`src/rtl/core/toep_pkg.sv`:
```
// package for the tree object entry parser
// holds result kinds, error codes, phase and sequencer encodings and the hex digit map
// no dependencies
package toep_pkg;

	typedef enum logic [1:0] {
		K_MODE = 2'd0,
		K_PATH = 2'd1,
		K_HASH = 2'd2,
		K_ERR  = 2'd3
	} kind_t;

	typedef enum logic [1:0] {
		E_NONE    = 2'd0,
		E_MODELEN = 2'd1,
		E_NOTERM  = 2'd2,
		E_SHORT   = 2'd3
	} err_t;

	typedef enum logic [1:0] {
		PH_MODE = 2'd0,
		PH_PATH = 2'd1,
		PH_HASH = 2'd2,
		PH_WAIT = 2'd3
	} phase_t;

	typedef enum logic [1:0] {
		ST_IDLE,
		ST_MODE,
		ST_HEX
	} state_t;

	typedef struct packed {
		kind_t      kind;
		logic [7:0] char_value;
		logic       entry_done;
		err_t       error_code;
		logic       run_last;
	} res_t;

	localparam logic [7:0] SPACE_CHAR    = 8'h20;
	localparam logic [7:0] NUL_CHAR      = 8'h00;
	localparam logic [7:0] MODE_PAD_CHAR = 8'h30;
	localparam int         MODE_DEPTH    = 6;
	localparam logic [2:0] MODE_LEN_SHORT = 3'd5;
	localparam logic [2:0] MODE_LEN_FULL  = 3'd6;
	localparam logic [2:0] MODE_LEN_SAT   = 3'd7;

	// lowercase hex digit for one nibble
	function automatic logic [7:0] hex_char(input logic [3:0] nib);
		logic [7:0] c;
		if (nib < 4'd10) begin
			c = 8'h30 + {4'd0, nib};
		end else begin
			c = 8'h57 + {4'd0, nib};
		end
		return c;
	endfunction

endpackage

```
`src/rtl/core/toep_byte_if.sv`:
```
// input channel of the tree object entry parser: one object byte per transfer
// valid/ready handshake, no package dependency
interface toep_byte_if;
	logic       valid;
	logic       ready;
	logic [7:0] in_byte;
	logic       end_of_object;

	modport source (output valid, output in_byte, output end_of_object, input ready);
	modport sink   (input valid, input in_byte, input end_of_object, output ready);
endinterface

```
`src/rtl/core/toep_result_if.sv`:
```
// result channel of the tree object entry parser: one result item per transfer
// valid/ready handshake, no package dependency
interface toep_result_if;
	logic       valid;
	logic       ready;
	logic [1:0] kind;
	logic [7:0] char_value;
	logic       entry_done;
	logic [1:0] error_code;
	logic       run_last;

	modport source (output valid, output kind, output char_value, output entry_done,
		output error_code, output run_last, input ready);
	modport sink   (input valid, input kind, input char_value, input entry_done,
		input error_code, input run_last, output ready);
endinterface

```
`src/rtl/core/tree_object_entry_parser_core.sv`:
```
// the first result for a byte is registered and shows in the cycle after its transfer
// throughput: one byte per cycle for mode, path and waiting bytes unless the result
// channel stalls; a space closing a valid mode gives one result per mode character and
// a hash byte one per hex digit; the next byte waits until all of them are sent
// reset: arst_n clears the phase, counters, sequencer and output valid at once
// the mode character buffer has no reset and is written before it is read
module tree_object_entry_parser_core
	import toep_pkg::*;
#(
	parameter int HASH_BYTES = 20
) (
	input  logic          clk,
	input  logic          arst_n,
	toep_byte_if.sink     byte_ch,
	toep_result_if.source result_ch
);

	localparam int HIDX_W = $clog2(HASH_BYTES);
	localparam logic [HIDX_W-1:0] HIDX_LAST = HIDX_W'(HASH_BYTES - 1);

	// control state
	state_t            state_q, state_d;
	phase_t            phase_q, phase_d;
	logic [2:0]        len_q, len_d;
	logic [HIDX_W-1:0] hidx_q, hidx_d;

	// burst sequencer: read pointer into the mode buffer and its stop point
	logic [2:0] rd_idx_q, rd_idx_d;
	logic [2:0] last_idx_q, last_idx_d;
	// pending low nibble of a hash byte and whether it closes the entry
	logic [3:0] low_nib_q, low_nib_d;
	logic       hex_last_q, hex_last_d;

	// buffered mode characters
	logic [7:0] mode_q [MODE_DEPTH];
	logic       wr_mode;

	// output register
	res_t res_q, res_d;
	logic ov_q;
	logic load;
	logic out_free;
	logic acc;
	logic hash_last;

	assign out_free  = !ov_q || result_ch.ready;
	assign byte_ch.ready = (state_q == ST_IDLE) && out_free;
	assign acc       = byte_ch.valid && byte_ch.ready;
	assign hash_last = (hidx_q == HIDX_LAST);

	always_ff @(posedge clk or negedge arst_n) begin
		if (!arst_n) begin
			state_q    <= ST_IDLE;
			phase_q    <= PH_MODE;
			len_q      <= '0;
			hidx_q     <= '0;
			rd_idx_q   <= '0;
			last_idx_q <= '0;
			hex_last_q <= 1'b0;
			ov_q       <= 1'b0;
		end else begin
			state_q    <= state_d;
			phase_q    <= phase_d;
			len_q      <= len_d;
			hidx_q     <= hidx_d;
			rd_idx_q   <= rd_idx_d;
			last_idx_q <= last_idx_d;
			hex_last_q <= hex_last_d;
			if (load) begin
				ov_q <= 1'b1;
			end else if (result_ch.ready) begin
				ov_q <= 1'b0;
			end
		end
	end

	// payload registers, no reset
	always_ff @(posedge clk) begin
		low_nib_q <= low_nib_d;
		if (load) begin
			res_q <= res_d;
		end
		if (wr_mode) begin
			mode_q[len_q] <= byte_ch.in_byte;
		end
	end

	// sequencer: decides each result and loads it into the output register
	always_comb begin
		logic [7:0] b;
		logic       eob;
		b          = byte_ch.in_byte;
		eob        = byte_ch.end_of_object;
		state_d    = state_q;
		phase_d    = phase_q;
		len_d      = len_q;
		hidx_d     = hidx_q;
		rd_idx_d   = rd_idx_q;
		last_idx_d = last_idx_q;
		low_nib_d  = low_nib_q;
		hex_last_d = hex_last_q;
		wr_mode    = 1'b0;
		load       = 1'b0;
		res_d      = '{kind: K_ERR, char_value: 8'd0, entry_done: 1'b0,
			error_code: E_NONE, run_last: 1'b1};

		unique case (state_q)
			ST_IDLE: begin
				if (acc) begin
					unique case (phase_q)
						PH_MODE: begin
							if (b != SPACE_CHAR) begin
								if (eob) begin
									load             = 1'b1;
									res_d.error_code = E_MODELEN;
									len_d            = '0;
									hidx_d           = '0;
								end else begin
									wr_mode = (len_q < 3'(MODE_DEPTH));
									if (len_q != MODE_LEN_SAT) begin
										len_d = len_q + 3'd1;
									end
								end
							end else if (len_q != MODE_LEN_SHORT && len_q != MODE_LEN_FULL) begin
								load             = 1'b1;
								res_d.error_code = E_MODELEN;
								len_d            = '0;
								hidx_d           = '0;
								phase_d          = eob ? PH_MODE : PH_WAIT;
							end else if (eob) begin
								load             = 1'b1;
								res_d.error_code = E_NOTERM;
								len_d            = '0;
								hidx_d           = '0;
							end else begin
								// first mode character now, rest from the buffer
								load           = 1'b1;
								res_d.kind     = K_MODE;
								res_d.run_last = 1'b0;
								if (len_q == MODE_LEN_SHORT) begin
									res_d.char_value = MODE_PAD_CHAR;
									rd_idx_d         = 3'd0;
									last_idx_d       = 3'd4;
								end else begin
									res_d.char_value = mode_q[0];
									rd_idx_d         = 3'd1;
									last_idx_d       = 3'd5;
								end
								phase_d = PH_PATH;
								state_d = ST_MODE;
							end
						end
						PH_PATH: begin
							if (eob) begin
								load             = 1'b1;
								res_d.error_code = (b == NUL_CHAR) ? E_SHORT : E_NOTERM;
								phase_d          = PH_MODE;
								len_d            = '0;
								hidx_d           = '0;
							end else if (b == NUL_CHAR) begin
								phase_d = PH_HASH;
								hidx_d  = '0;
							end else begin
								load             = 1'b1;
								res_d.kind       = K_PATH;
								res_d.char_value = b;
							end
						end
						PH_HASH: begin
							if (eob && !hash_last) begin
								load             = 1'b1;
								res_d.error_code = E_SHORT;
								phase_d          = PH_MODE;
								len_d            = '0;
								hidx_d           = '0;
							end else begin
								load             = 1'b1;
								res_d.kind       = K_HASH;
								res_d.char_value = hex_char(b[7:4]);
								res_d.run_last   = 1'b0;
								low_nib_d        = b[3:0];
								hex_last_d       = hash_last;
								state_d          = ST_HEX;
								if (hash_last) begin
									phase_d = PH_MODE;
									len_d   = '0;
									hidx_d  = '0;
								end else begin
									hidx_d = hidx_q + HIDX_W'(1);
								end
							end
						end
						PH_WAIT: begin
							// bytes dropped until the end of the object
							if (eob) begin
								phase_d = PH_MODE;
								len_d   = '0;
								hidx_d  = '0;
							end
						end
						default: begin
							phase_d = PH_MODE;
						end
					endcase
				end
			end
			ST_MODE: begin
				if (out_free) begin
					load             = 1'b1;
					res_d.kind       = K_MODE;
					res_d.char_value = mode_q[rd_idx_q];
					res_d.run_last   = (rd_idx_q == last_idx_q);
					rd_idx_d         = rd_idx_q + 3'd1;
					if (rd_idx_q == last_idx_q) begin
						state_d = ST_IDLE;
					end
				end
			end
			ST_HEX: begin
				if (out_free) begin
					load             = 1'b1;
					res_d.kind       = K_HASH;
					res_d.char_value = hex_char(low_nib_q);
					res_d.entry_done = hex_last_q;
					res_d.run_last   = 1'b1;
					state_d          = ST_IDLE;
				end
			end
			default: begin
				state_d = ST_IDLE;
			end
		endcase
	end

	assign result_ch.valid      = ov_q;
	assign result_ch.kind       = res_q.kind;
	assign result_ch.char_value = res_q.char_value;
	assign result_ch.entry_done = res_q.entry_done;
	assign result_ch.error_code = res_q.error_code;
	assign result_ch.run_last   = res_q.run_last;

endmodule

```
`src/flat_wrapper.sv`:
```
// flat-port wrapper written by rule: the top's interface ports become plain ports
module tree_object_entry_parser_core_flat import toep_pkg::*;
#(
	parameter int HASH_BYTES = 20
)
  (clk, arst_n, byte_ch_valid, byte_ch_in_byte, byte_ch_end_of_object, byte_ch_ready, result_ch_valid, result_ch_kind, result_ch_char_value, result_ch_entry_done, result_ch_error_code, result_ch_run_last, result_ch_ready);
  toep_byte_if byte_ch_i ();
  toep_result_if result_ch_i ();
  input  logic clk;
  input  logic arst_n;
  input wire logic [$bits(byte_ch_i.valid)-1:0] byte_ch_valid;
  input wire logic [$bits(byte_ch_i.in_byte)-1:0] byte_ch_in_byte;
  input wire logic [$bits(byte_ch_i.end_of_object)-1:0] byte_ch_end_of_object;
  output wire logic [$bits(byte_ch_i.ready)-1:0] byte_ch_ready;
  output wire logic [$bits(result_ch_i.valid)-1:0] result_ch_valid;
  output wire logic [$bits(result_ch_i.kind)-1:0] result_ch_kind;
  output wire logic [$bits(result_ch_i.char_value)-1:0] result_ch_char_value;
  output wire logic [$bits(result_ch_i.entry_done)-1:0] result_ch_entry_done;
  output wire logic [$bits(result_ch_i.error_code)-1:0] result_ch_error_code;
  output wire logic [$bits(result_ch_i.run_last)-1:0] result_ch_run_last;
  input wire logic [$bits(result_ch_i.ready)-1:0] result_ch_ready;
  assign byte_ch_i.valid = byte_ch_valid;
  assign byte_ch_i.in_byte = byte_ch_in_byte;
  assign byte_ch_i.end_of_object = byte_ch_end_of_object;
  assign byte_ch_ready = byte_ch_i.ready;
  assign result_ch_valid = result_ch_i.valid;
  assign result_ch_kind = result_ch_i.kind;
  assign result_ch_char_value = result_ch_i.char_value;
  assign result_ch_entry_done = result_ch_i.entry_done;
  assign result_ch_error_code = result_ch_i.error_code;
  assign result_ch_run_last = result_ch_i.run_last;
  assign result_ch_i.ready = result_ch_ready;
  tree_object_entry_parser_core #(.HASH_BYTES(HASH_BYTES)) u_core (.clk(clk), .arst_n(arst_n), .byte_ch(byte_ch_i), .result_ch(result_ch_i));
endmodule
```
`config.mk`:
```
export PLATFORM = sky130hd
export DESIGN_NAME = tree_object_entry_parser_core_flat
export DESIGN_NICKNAME = d
export VERILOG_FILES = /design/src/rtl/core/toep_pkg.sv /design/src/rtl/core/toep_byte_if.sv /design/src/rtl/core/toep_result_if.sv /design/src/rtl/core/tree_object_entry_parser_core.sv /design/src/flat_wrapper.sv
export SDC_FILE = /design/constraint.sdc
export NUM_CORES = 1
export LEC_CHECK = 0
export CORE_ASPECT_RATIO = 0.8
export CORE_UTILIZATION = 55
export CTS_CLUSTER_SIZE = 10
export DETAILED_ROUTE_END_ITERATION = 10
export DONT_BUFFER_PORTS = 1
export GPL_ROUTABILITY_DRIVEN = 0
export PLACE_DENSITY = 0.73
export SYNTH_ARGS = -nofsm -noshare
export SYNTH_HDL_FRONTEND = slang
export SYNTH_SLANG_ARGS = --single-unit
```
`constraint.sdc`:
```
create_clock -name clk -period 2.44 [get_ports clk]
set_clock_uncertainty 0.15 [all_clocks]
set_input_delay 0.122 -clock clk [delete_from_list [all_inputs] [get_ports clk]]
set_output_delay 0.122 -clock clk [all_outputs]
set_load 0.02 [all_outputs]
```
==> results of run 1 <==
==> cells by family (layout without fill, tap and decap cells) <==
family          count (synthesis)  count (layout)  synth area share, %
mux                            25              25                6.296
buf+inv                        35              71                3.403
compound gates                107             107                16.14
fa+ha+maj                      14              14                3.971
xor+xnor                        4               4               0.7942
flops                          85              85                55.70
simple gates                  113             113                13.70
==> synth_stat cells, types with 3 or more instances <==
library cell,count
o21ai_0,27
and2_1,3
nand4_1,5
nand2_1,27
ha_1,14
a21o_1,6
nand2b_1,5
a31oi_1,7
dfrtp_1,19
a22o_1,4
edfxtp_1,66
a21oi_1,26
a22oi_1,7
o22ai_1,5
o21a_1,3
inv_1,15
buf_2,3
nor2_1,24
nor2b_1,8
and3_1,3
mux2i_1,21
nor3_1,8
or3_1,3
nand3b_1,3
nand3_1,10
clkbuf_1,14
==> power groups by stage <==
stage	Sequential, W	Clock, W	Combinational [W]
after floorplan	0.00210	0	0.000748
after global placement	0.00213	0	0.00105
after detailed placement	0.00214	0	0.00107
after global routing	0.00214	0.00103	0.00125
after CTS	0.00210	0.000971	0.00111
final	0.00211	0.000959	0.00113
==> repair_timing <==
| action | in CTS | in global routing |
|---|---|---|
| hold buffers | 11 | 0 |
| hold endpoints to repair | 90 | 0 |
| endpoints found under the setup margin | 0 | 4 |
| buffers inserted | 0 | 3 |
| resized for setup | 0 | 2 |
==> placed cells by master, fill, tap and decap left out, types with 8 or more instances in the layout <==
master / synthesis / final
nand2_1: 27 / 27
nand3_1: 10 / 10
a21oi_1: 26 / 26
edfxtp_1: 66 / 66
clkbuf_8: 0 / 9
dlygate4sd3_1: 0 / 11
nor2b_1: 8 / 8
mux2i_1: 21 / 21
o21ai_0: 27 / 27
inv_1: 15 / 15
buf_4: 0 / 27
nor2_1: 24 / 24
nor3_1: 8 / 8
dfrtp_1: 19 / 17
ha_1: 14 / 14
==> cell type report <==
type,instances,area [sq um]
fill,582,2565
sequential,85,2460
multi-input combinational,263,1810
timing repair buffer,40,352.8
tap,105,131.4
clock buffer,9,123.9
clock inverter,7,67.56
inverter,15,56.30
==> worst max-delay path, cell delays in order, from the launching register on <==
cell	delay, ns
dfrtp_2	0.46
inv_1	0.10
ha_1	0.20
o21ai_0	0.11
buf_4	0.16
nor4_4	0.41
buf_4	0.22
o21ai_0	0.08
nand2_1	0.09
nand3b_1	0.08
==> stage by stage <==
stage / util (%) / instance area (sq um) / instances / hold slack [ns] / worst slack [ns]
floorplan: - / 4418 / 383 / -0.3236 / 0.06195
global placement: 61.79 / 4676 / 494 / -0.3229 / 0.2387
detailed placement: 61.79 / 4676 / 494 / -0.3229 / 0.1653
CTS: 65.77 / 4977 / 521 / 0.005396 / 0.1820
global route: 66.10 / 5002 / 524 / 0.02162 / 0.01724
finish: 66.10 / 5002 / 524 / 0.01661 / 0.1328
==> per-layer routing <==
metal | wire [microns] | track usage, % | vias to the layer above
met3 | 897 | 7.071 | 16
met4 | 123 | 6.714 | 0
met2 | 4626 | 41.28 | 145
met1 | 4784 | 39.98 | 1596
met5 | 0 | 0 | -
li1 | - | - | 1508
==> registers in the layout (all words and copies together) (netlist names), 3 cells and up <==
| name | count |
|---|---|
| u_core.hidx_q | 5 |
| u_core.len_q | 3 |
| u_core.low_nib_q | 4 |
| u_core.mode_q | 48 |
| u_core.rd_idx_q | 3 |
| u_core.result_ch.char_value | 8 |
==> worst paths after layout <==
path,start,to,slack [ns],depth (start not counted)
worst max-delay path,u_core.len_q[1],u_core.result_ch.kind[0],0.13,9
worst min-delay path,byte_ch_end_of_object,u_core.hex_last_q,0.02,4
worst max register to register,u_core.len_q[1],u_core.result_ch.kind[0],0.13,9
worst min register to register,u_core.last_idx_q[2],u_core.last_idx_q[2],0.35,1
max in group asynchronous,arst_n,u_core.len_q[1],1.35,1
min in group asynchronous,arst_n,u_core.state_q[1],0.18,1
==> results.md, run 1 <==
- Die width: 102.1 microns
- Area growth syn-to-layout: 13.39%
- Initial DRC Count: 364
- Top post-synthesis cells by area: edfxtp_1, dfrtp_1, mux2i_1, ha_1, o21ai_0
- Max-slew violations: 0
- Seq cells post-synth: 85
- Synth Flop Type: edfxtp_1
- Actual slew at the worst max-slew pin: 0.9009 ns
- Sw Ratio: 36.42%
- Distinct cells, synth: 62
- Largest net degree at the start of global routing: 23
- # Max-Cap Violations: 0
- Relative slew slack: 39.74%
- H-tree levels: 3
- Setup TNS: 0 ns
- Initial core utilization: 58.30%
- Leak pwr: 1.978 nW
- Hold Crit Class: in2reg
- Max Fanout on Critical Path: 7
- Number of global-route vias before repair: 3,024
- Post-synth top area share: 44.92%
- DRC viols: 0
- Syn avg cell area: 11.52 sq um
- Mapped Cells: 383
- First-pass GRT wire length: 16,640 microns
- Clk Latency, worst-skew pair: 0.36 ns
- GRT Util Overall: 27.49%
- Die height: 82.11 microns
- Nets@finish: 441
- Detailed Route WL: 10,430 microns
- Total iterations of the first detailed-routing run: 5
- Internal power: 0.002668 W
- Asr flop ratio synth: 22.35%
- CP Class: reg2reg
- Ant. Diodes: 0
- Worst endpoint required time: 2.40 ns
- Crit share post-route: 94.56%
- Max Root-Sink Buffers: 2
- Routed len/inst: 19.91 microns
- Gr ovfl total: 0
- Seq/Total Area, Yosys: 55.70%
- DR vias: 3,265
- Critical Path Sink Type: flop
- Final Hold Fails: 0
- Clk pin slew, worst setup/hold paths: 0.09 ns
- Flop pwr share: 50.2%
- Yosys top cell by area: edfxtp_1
- Syn Nets: 410
- FMAX: 433.4 MHz
- Outcome: finished clean
- Startpoint Class: flop
- Final total power: 0.004197 W
- Worst Path Arrival: 2.27 ns
- Comb power frac: 27.0%
- I/O pin count: 29
- Via-per-instance ratio: 6.231
- DP HPWL: 7144 microns
- Power per cell area: 839.0 nW/um^2
- Antenna violations before repair: 0
- CTS Buf Count: 9
- CTS tree: done
- NetSw: 0.001528 W
- Layout cells sized above 1: 14.80%
- Clock power share: 22.8%
- DIE AREA: 8386 sq um
- Mapped Area: 4412 sq um
- RSZ-0062 raised after global routing: false
- Core ar.: 7567 sq um
- Post-DRT Antenna Nets: 0
- Cell Rows: 28
- Final count of negative-setup-slack endpoints: 0
- I/O Buffers: 0
- Worst VDD drop: 0.4610 mV
- Minimum clock period: 2.307 ns
- YS warnings: 0
- Number of synthesized flops with an enable pin: 66
- Clk sink count: 85
- Root buf cell: clkbuf_8
(Power assumes the default switching activity.)
==> inputs of run 2 (changes only) <==
Settings changed: BUFFER_PORTS_ARGS from default to -buffer_cell sky130_fd_sc_hd__buf_2, CAP_MARGIN from default to 20, DONT_BUFFER_PORTS 1 to default, PLACE_DENSITY 0.73 to 0.76.
==> run 2 against run 1 <==
Non-clock buffer count up 34. Combinational power is 27% higher. Die area unchanged. Largest power group unchanged.
==> results.md, run 2 (synthesis results as in run 1) <==
- Layout cells sized above 1: 22.08% (+7.3 points)
- Number of global-route vias before repair: 3,074 (+1.7%)
- First-pass GRT wire length: 16,040 microns (-3.6%)
- CP Class: in2reg
- DRC viols: 0 (unchanged)
- Post-DRT Antenna Nets: 0 (unchanged)
- Final Hold Fails: 0 (unchanged)
- CTS Buf Count: 9 (unchanged)
- Crit share post-route: 99.86% (+5.3 points)
- DR vias: 3,475 (+6.4%)
- Placed Instance Area: 4898 sq um (+4.8%)
- Relative slew slack: 63.47% (+24 points)
- Die width: 102.1 microns (unchanged)
- DP Worst Slack: 0.1771 ns (+0.01182 ns)
- # Max-Cap Violations: 0 (unchanged)
- Routed len/inst: 18.66 microns (-6.3%)
- Final instance area: 5186 sq um (+3.7%)
- Startpoint Class: input port
- CTS tree: done
- Clk Latency, worst-skew pair: 0.37 ns (about the same)
- Register name with the most flops: u_core.mode_q
- Area growth syn-to-layout: 17.56%
- Clk pin slew, worst setup/hold paths: 0.08 ns (about the same)
- Power per cell area: 840.2 nW/um^2 (+0.15%)
- Minimum clock period: 2.436 ns (+0.1293 ns)
- Hold_ws: 0.01227 ns (-0.004342 ns)
- Critical Path Sink Type: flop
- Hold Crit Class: in2reg
- Worst endpoint required time: 2.41 ns (about the same)
- Initial DRC Count: 328 (-9.9%)
- Final core occ: 68.54% (+2.4 points)
- I/O Buffers: 28 (+28)
- Nets@finish: 475 (+7.7%)
- DP HPWL: 7435 microns (+4.1%)
- NetSw: 0.001512 W (-1.1%)
- Cell Rows: 28 (unchanged)
- Commonest non-fill, non-tap cells in the layout: edfxtp_1, buf_4, o21ai_0, nand2_1, buf_2
- Max-slew violations: 0 (unchanged)
- Clock power share: 22.8% (about the same)
- Antenna violations before repair: 0 (unchanged)
- Final count of negative-setup-slack endpoints: 0 (unchanged)
- Total iterations of the first detailed-routing run: 5 (unchanged)
- FMAX: 410.4 MHz (-5.3%)
- Root buf cell: clkbuf_8
- Max Root-Sink Buffers: 2 (unchanged)
- DIE AREA: 8386 sq um (unchanged)
- Gr ovfl total: 0 (unchanged)
- Final WS setup: 0.003500 ns (-0.1293 ns)
- Worst VDD drop: 0.5322 mV (+15%)
- Max Fanout on Critical Path: 6 (-1)
- Actual slew at the worst max-slew pin: 0.5468 ns (-0.3541 ns)
- Outcome: finished clean
- Comb power frac: 32.7% (+5.7 points)
- Most common cell after layout, fill and taps aside: edfxtp_1
- Max reg flops: 48 (unchanged)
- Worst Path Arrival: 2.40 ns (+0.13 ns)
- Final total power: 0.004358 W (+3.8%)
- Flop pwr share: 44.5% (-5.7 points)
- Initial core utilization: 58.30% (unchanged)
- Ant. Diodes: 0 (unchanged)
- H-tree levels: 3 (unchanged)
- Largest net degree at the start of global routing: 20 (-13%)
- Clk sink count: 85 (unchanged)
- Die height: 82.11 microns (unchanged)
- Detailed Route WL: 10,410 microns (-0.18%)
- GRT Util Overall: 26.42% (-1.1 points)
- Sw Ratio: 34.70% (-1.7 points)
- I/O pin count: 29 (unchanged)
- Leak pwr: 2.143 nW (+8.3%)
- Via-per-instance ratio: 6.228 (about the same)
- Core ar.: 7567 sq um (unchanged)
- Internal power: 0.002846 W (+6.6%)
run 2: per-layer routing:
metal | GRT usage [%] | part of all wire, %
met2 | 39.13 | 43
met4 | 9.714 | 3.2
met3 | 7.155 | 10
met1 | 37.44 | 43
met5 | 0 | 0
run 2: per-stage QoR:
stage / cells / TNS, ns
after global routing: 558 / -0.02800
after global placement: 533 / 0
final: 558 / 0
after floorplan: 383 / 0
after CTS: 554 / 0
after detailed placement: 533 / 0
run 2: power by group through the flow:
stage	registers [W]	clock network, W	logic, W
after detailed placement	0.00197	0	0.00139
after global placement	0.00196	0	0.00136
after global routing	0.00197	0.00105	0.00155
final	0.00194	0.000991	0.00143
after floorplan	0.00210	0	0.000748
after CTS	0.00194	0.00100	0.00139
run 2: layout make-up:
class / instances / area (sq um)
flip-flops and latches: 85 / 2457
fillers: 562 / 2381
multi-input cells: 263 / 1814
repair buffers: 74 / 529.3
well taps: 105 / 131.4
clock buffers: 9 / 123.9
clock inverters: 7 / 73.82
inverters: 15 / 56.30
run 2: critical path: stages:
cell           delay [ns]
dlygate4sd3_1        0.55
buf_6                0.14
or4_4                0.52
o41a_4               0.50
a22oi_2              0.20
a21oi_1              0.09
a221o_1              0.27
run 2: final timing paths:
| path | depth (start not counted) | end | from | slack [ns] |
|---|---|---|---|---|
| setup / recovery | 7 | u_core.result_ch.char_value[4] | byte_ch_in_byte[0] | 0.004 |
| hold / removal | 2 | u_core.mode_q[4][6] | byte_ch_in_byte[6] | 0.01 |
| setup reg to reg | 9 | u_core.result_ch.char_value[5] | u_core.len_q[1] | 0.13 |
| hold reg to reg | 1 | u_core.last_idx_q[2] | u_core.last_idx_q[2] | 0.35 |
| max in group asynchronous | 2 | u_core.state_q[1] | arst_n | 1.75 |
| min in group asynchronous | 2 | u_core.hidx_q[4] | arst_n | 0.07 |
run 2: repair_timing:
| item | in CTS | in global routing |
|---|---|---|
| hold buffers | 5 | 0 |
| hold endpoints to repair | 40 | 0 |
| endpoints found under the setup margin | 0 | 1 |
| setup buffers | 0 | 4 |
| resized for setup | 0 | 4 |
==> inputs of run 3 (changes only) <==
Settings changed: GPL_ROUTABILITY_DRIVEN 0 to default, HOLD_SLACK_MARGIN from default to 0.1.
==> run 3 against run 2 <==
Fmax grew 0.93%. Routed wire length fell by 0.62%. Die area unchanged. Critical path type unchanged. Highest routed layer unchanged.
==> results.md, run 3 (synthesis results as in run 1) <==
- Nets@finish: 478 (+0.63%)
- First-pass GRT wire length: 16,120 microns (+0.52%)
- Clock power share: 22.8% (about the same)
- Worst Path Arrival: 2.37 ns (-0.03 ns)
- Post-CTS setup buffer count: 0 (unchanged)
- Ant. Diodes: 0 (unchanged)
- RSZ-0062 raised after global routing: true
- Critical Path Sink Type: flop
- Max Fanout on Critical Path: 5 (-1)
- Worst VDD drop: 0.5310 mV (-0.22%)
- DRC viols: 0 (unchanged)
- Worst setup endpoint: u_core.result_ch.char_value[5]
- Antenna violations before repair: 0 (unchanged)
- Gr ovfl total: 0 (unchanged)
- Grt peak-use layer: met2
- DIE AREA: 8386 sq um (unchanged)
- Final Hold Fails: 0 (unchanged)
- NetSw: 0.001504 W (-0.52%)
- Comb power frac: 32.6% (about the same)
- Power per cell area: 832.1 nW/um^2 (-0.97%)
- Startpoint Class: input port
- CP Class: in2reg
- Detailed Route WL: 10,350 microns (-0.62%)
- Die width: 102.1 microns (unchanged)
- Die height: 82.11 microns (unchanged)
- Via-per-instance ratio: 6.086 (-2.3%)
- Path depth of the worst reg2reg path: 9 (unchanged)
- CTS tree: done
- Initial DRC Count: 410 (+25%)
- # Max-Cap Violations: 0 (unchanged)
- Root buf cell: clkbuf_8
- Max-slew violations: 0 (unchanged)
- FMAX: 414.3 MHz (+0.93%)
- Largest net degree at the start of global routing: 20 (unchanged)
- DR vias: 3,414 (-1.8%)
- GRT Util Overall: 26.55% (+0.13 points)
- Initial core utilization: 58.30% (unchanged)
- Reg2reg start: u_core.len_q[1]
- Worst endpoint required time: 2.40 ns (about the same)
- Outcome: finished clean
- Layout cells sized above 1: 21.05% (-1.0 points)
- Grt met3 use: 7.155% (unchanged)
- Commonest non-fill, non-tap cells in the layout: edfxtp_1, buf_4, o21ai_0, nand2_1, buf_2
- Final total power: 0.004350 W (-0.18%)
- Flop pwr share: 44.6% (about the same)
- Number of global-route vias before repair: 3,109 (+1.1%)
- Final count of negative-setup-slack endpoints: 0 (unchanged)
- Final WS setup: 0.02605 ns (+0.02255 ns)
- Clk Latency, worst-skew pair: 0.36 ns (about the same)
- I/O pin count: 29 (unchanged)
- Clk pin slew, worst setup/hold paths: 0.08 ns (about the same)
- Routed len/inst: 18.44 microns (-1.2%)
- CTS Buf Count: 9 (unchanged)
- Hold Crit Class: in2reg
- R2R Path End: u_core.result_ch.char_value[5]
- Flop2flop setup slack: 0.19 ns (+0.06 ns)
- DP HPWL: 7435 microns (unchanged)
- Setup TNS: 0 ns (unchanged)
- Leak pwr: 2.153 nW (+0.47%)
- Minimum clock period: 2.414 ns (-0.02255 ns)
- Max Root-Sink Buffers: 2 (unchanged)
- Crit path from: byte_ch_in_byte[6]
- Internal power: 0.002846 W (about the same)
- Crit share post-route: 98.93% (-0.92 points)
- Sw Ratio: 34.58% (-0.12 points)
- Max reg flops: 48 (unchanged)
- H-tree levels: 3 (unchanged)
- Actual slew at the worst max-slew pin: 0.8782 ns (+0.3314 ns)
- Area growth syn-to-layout: 18.49%
- Final core occ: 69.08% (+0.55 points)
- DP Worst Slack: 0.1771 ns (unchanged)
- Core ar.: 7567 sq um (unchanged)
- Post-DRT Antenna Nets: 0 (unchanged)
- Relative slew slack: 41.26% (-22 points)
- Fillers: 564 (+0.36%)
- Global routing usage on met2: 39.53% (+0.40 points)
- Hold_ws: 0.1402 ns (+0.1280 ns)
- Placer congestion estimate: 0.9685
- Register name with the most flops: u_core.mode_q
- Total iterations of the first detailed-routing run: 7 (+2)
- Routing usage on met1: 37.50% (+0.056 points)
- Most common cell after layout, fill and taps aside: edfxtp_1
- I/O Buffers: 28 (unchanged)
- Cell Rows: 28 (unchanged)
- Clk sink count: 85 (unchanged)
## run 3: metrics by stage
step / instances / instance area, sq um
floorplan: 383 / 4418
finish: 561 / 5228
detailed placement: 533 / 4898
global route: 561 / 5228
CTS: 561 / 5216
global placement: 533 / 4898
## run 3: layer usage
| metal | up-vias | part of all wire, % | routed length, microns |
|---|---|---|---|
| met3 | 24 | 8.6 | 894 |
| met1 | 1649 | 45 | 4650 |
| met5 | - | 0 | 0 |
| met4 | 0 | 2.3 | 241 |
| li1 | 1583 | - | - |
| met2 | 158 | 44 | 4560 |
## run 3: area by class of cell
class | count | area, sq um | share of cell area (%)
sequential | 85 | 2457 | 47.01
multi-input combinational | 263 | 1815 | 34.73
timing repair buffer | 77 | 569.3 | 10.89
tap | 105 | 131.4 | 2.513
clock buffer | 9 | 123.9 | 2.370
clock inverter | 7 | 73.82 | 1.412
inverter | 15 | 56.30 | 1.077
## run 3: worst min path at each step
| stage | endpoint | cells after the start | start | slack (ns) |
|---|---|---|---|---|
| after floorplan | u_core.hex_last_q | 0 | arst_n | -0.32 |
| after global placement | u_core.hidx_q[4] | 1 | arst_n | -0.06 |
| after detailed placement | u_core.len_q[1] | 1 | arst_n | -0.05 |
| after CTS | u_core.rd_idx_q[0] | 4 | result_ch_ready | 0.13 |
| after global routing | u_core.rd_idx_q[0] | 4 | result_ch_ready | 0.19 |
| final | u_core.rd_idx_q[0] | 4 | result_ch_ready | 0.14 |
## run 3: critical path, cell delays in order
cell           delay [ns]
dlygate4sd3_1        0.53
buf_2                0.13
or4_4                0.60
o41a_4               0.43
a21oi_1              0.16
a21oi_1              0.09
a211o_1              0.30
## run 3: what timing repair did
item / CTS / global route
endpoints found under the hold margin: 77 / 0
resized for setup: 0 / 4
hold buffers: 12 / 0
endpoints found under the setup margin: 0 / 25
## run 3: power by group through the flow
stage          Sequential, W  Clock (W)  Combinational (W)
2_1_floorplan        0.00210          0           0.000748
3_3_place_gp         0.00196          0            0.00136
3_5_place_dp         0.00197          0            0.00139
4_1_cts              0.00194    0.00100            0.00140
5_1_grt              0.00197    0.00105            0.00154
6_report             0.00194   0.000992            0.00142
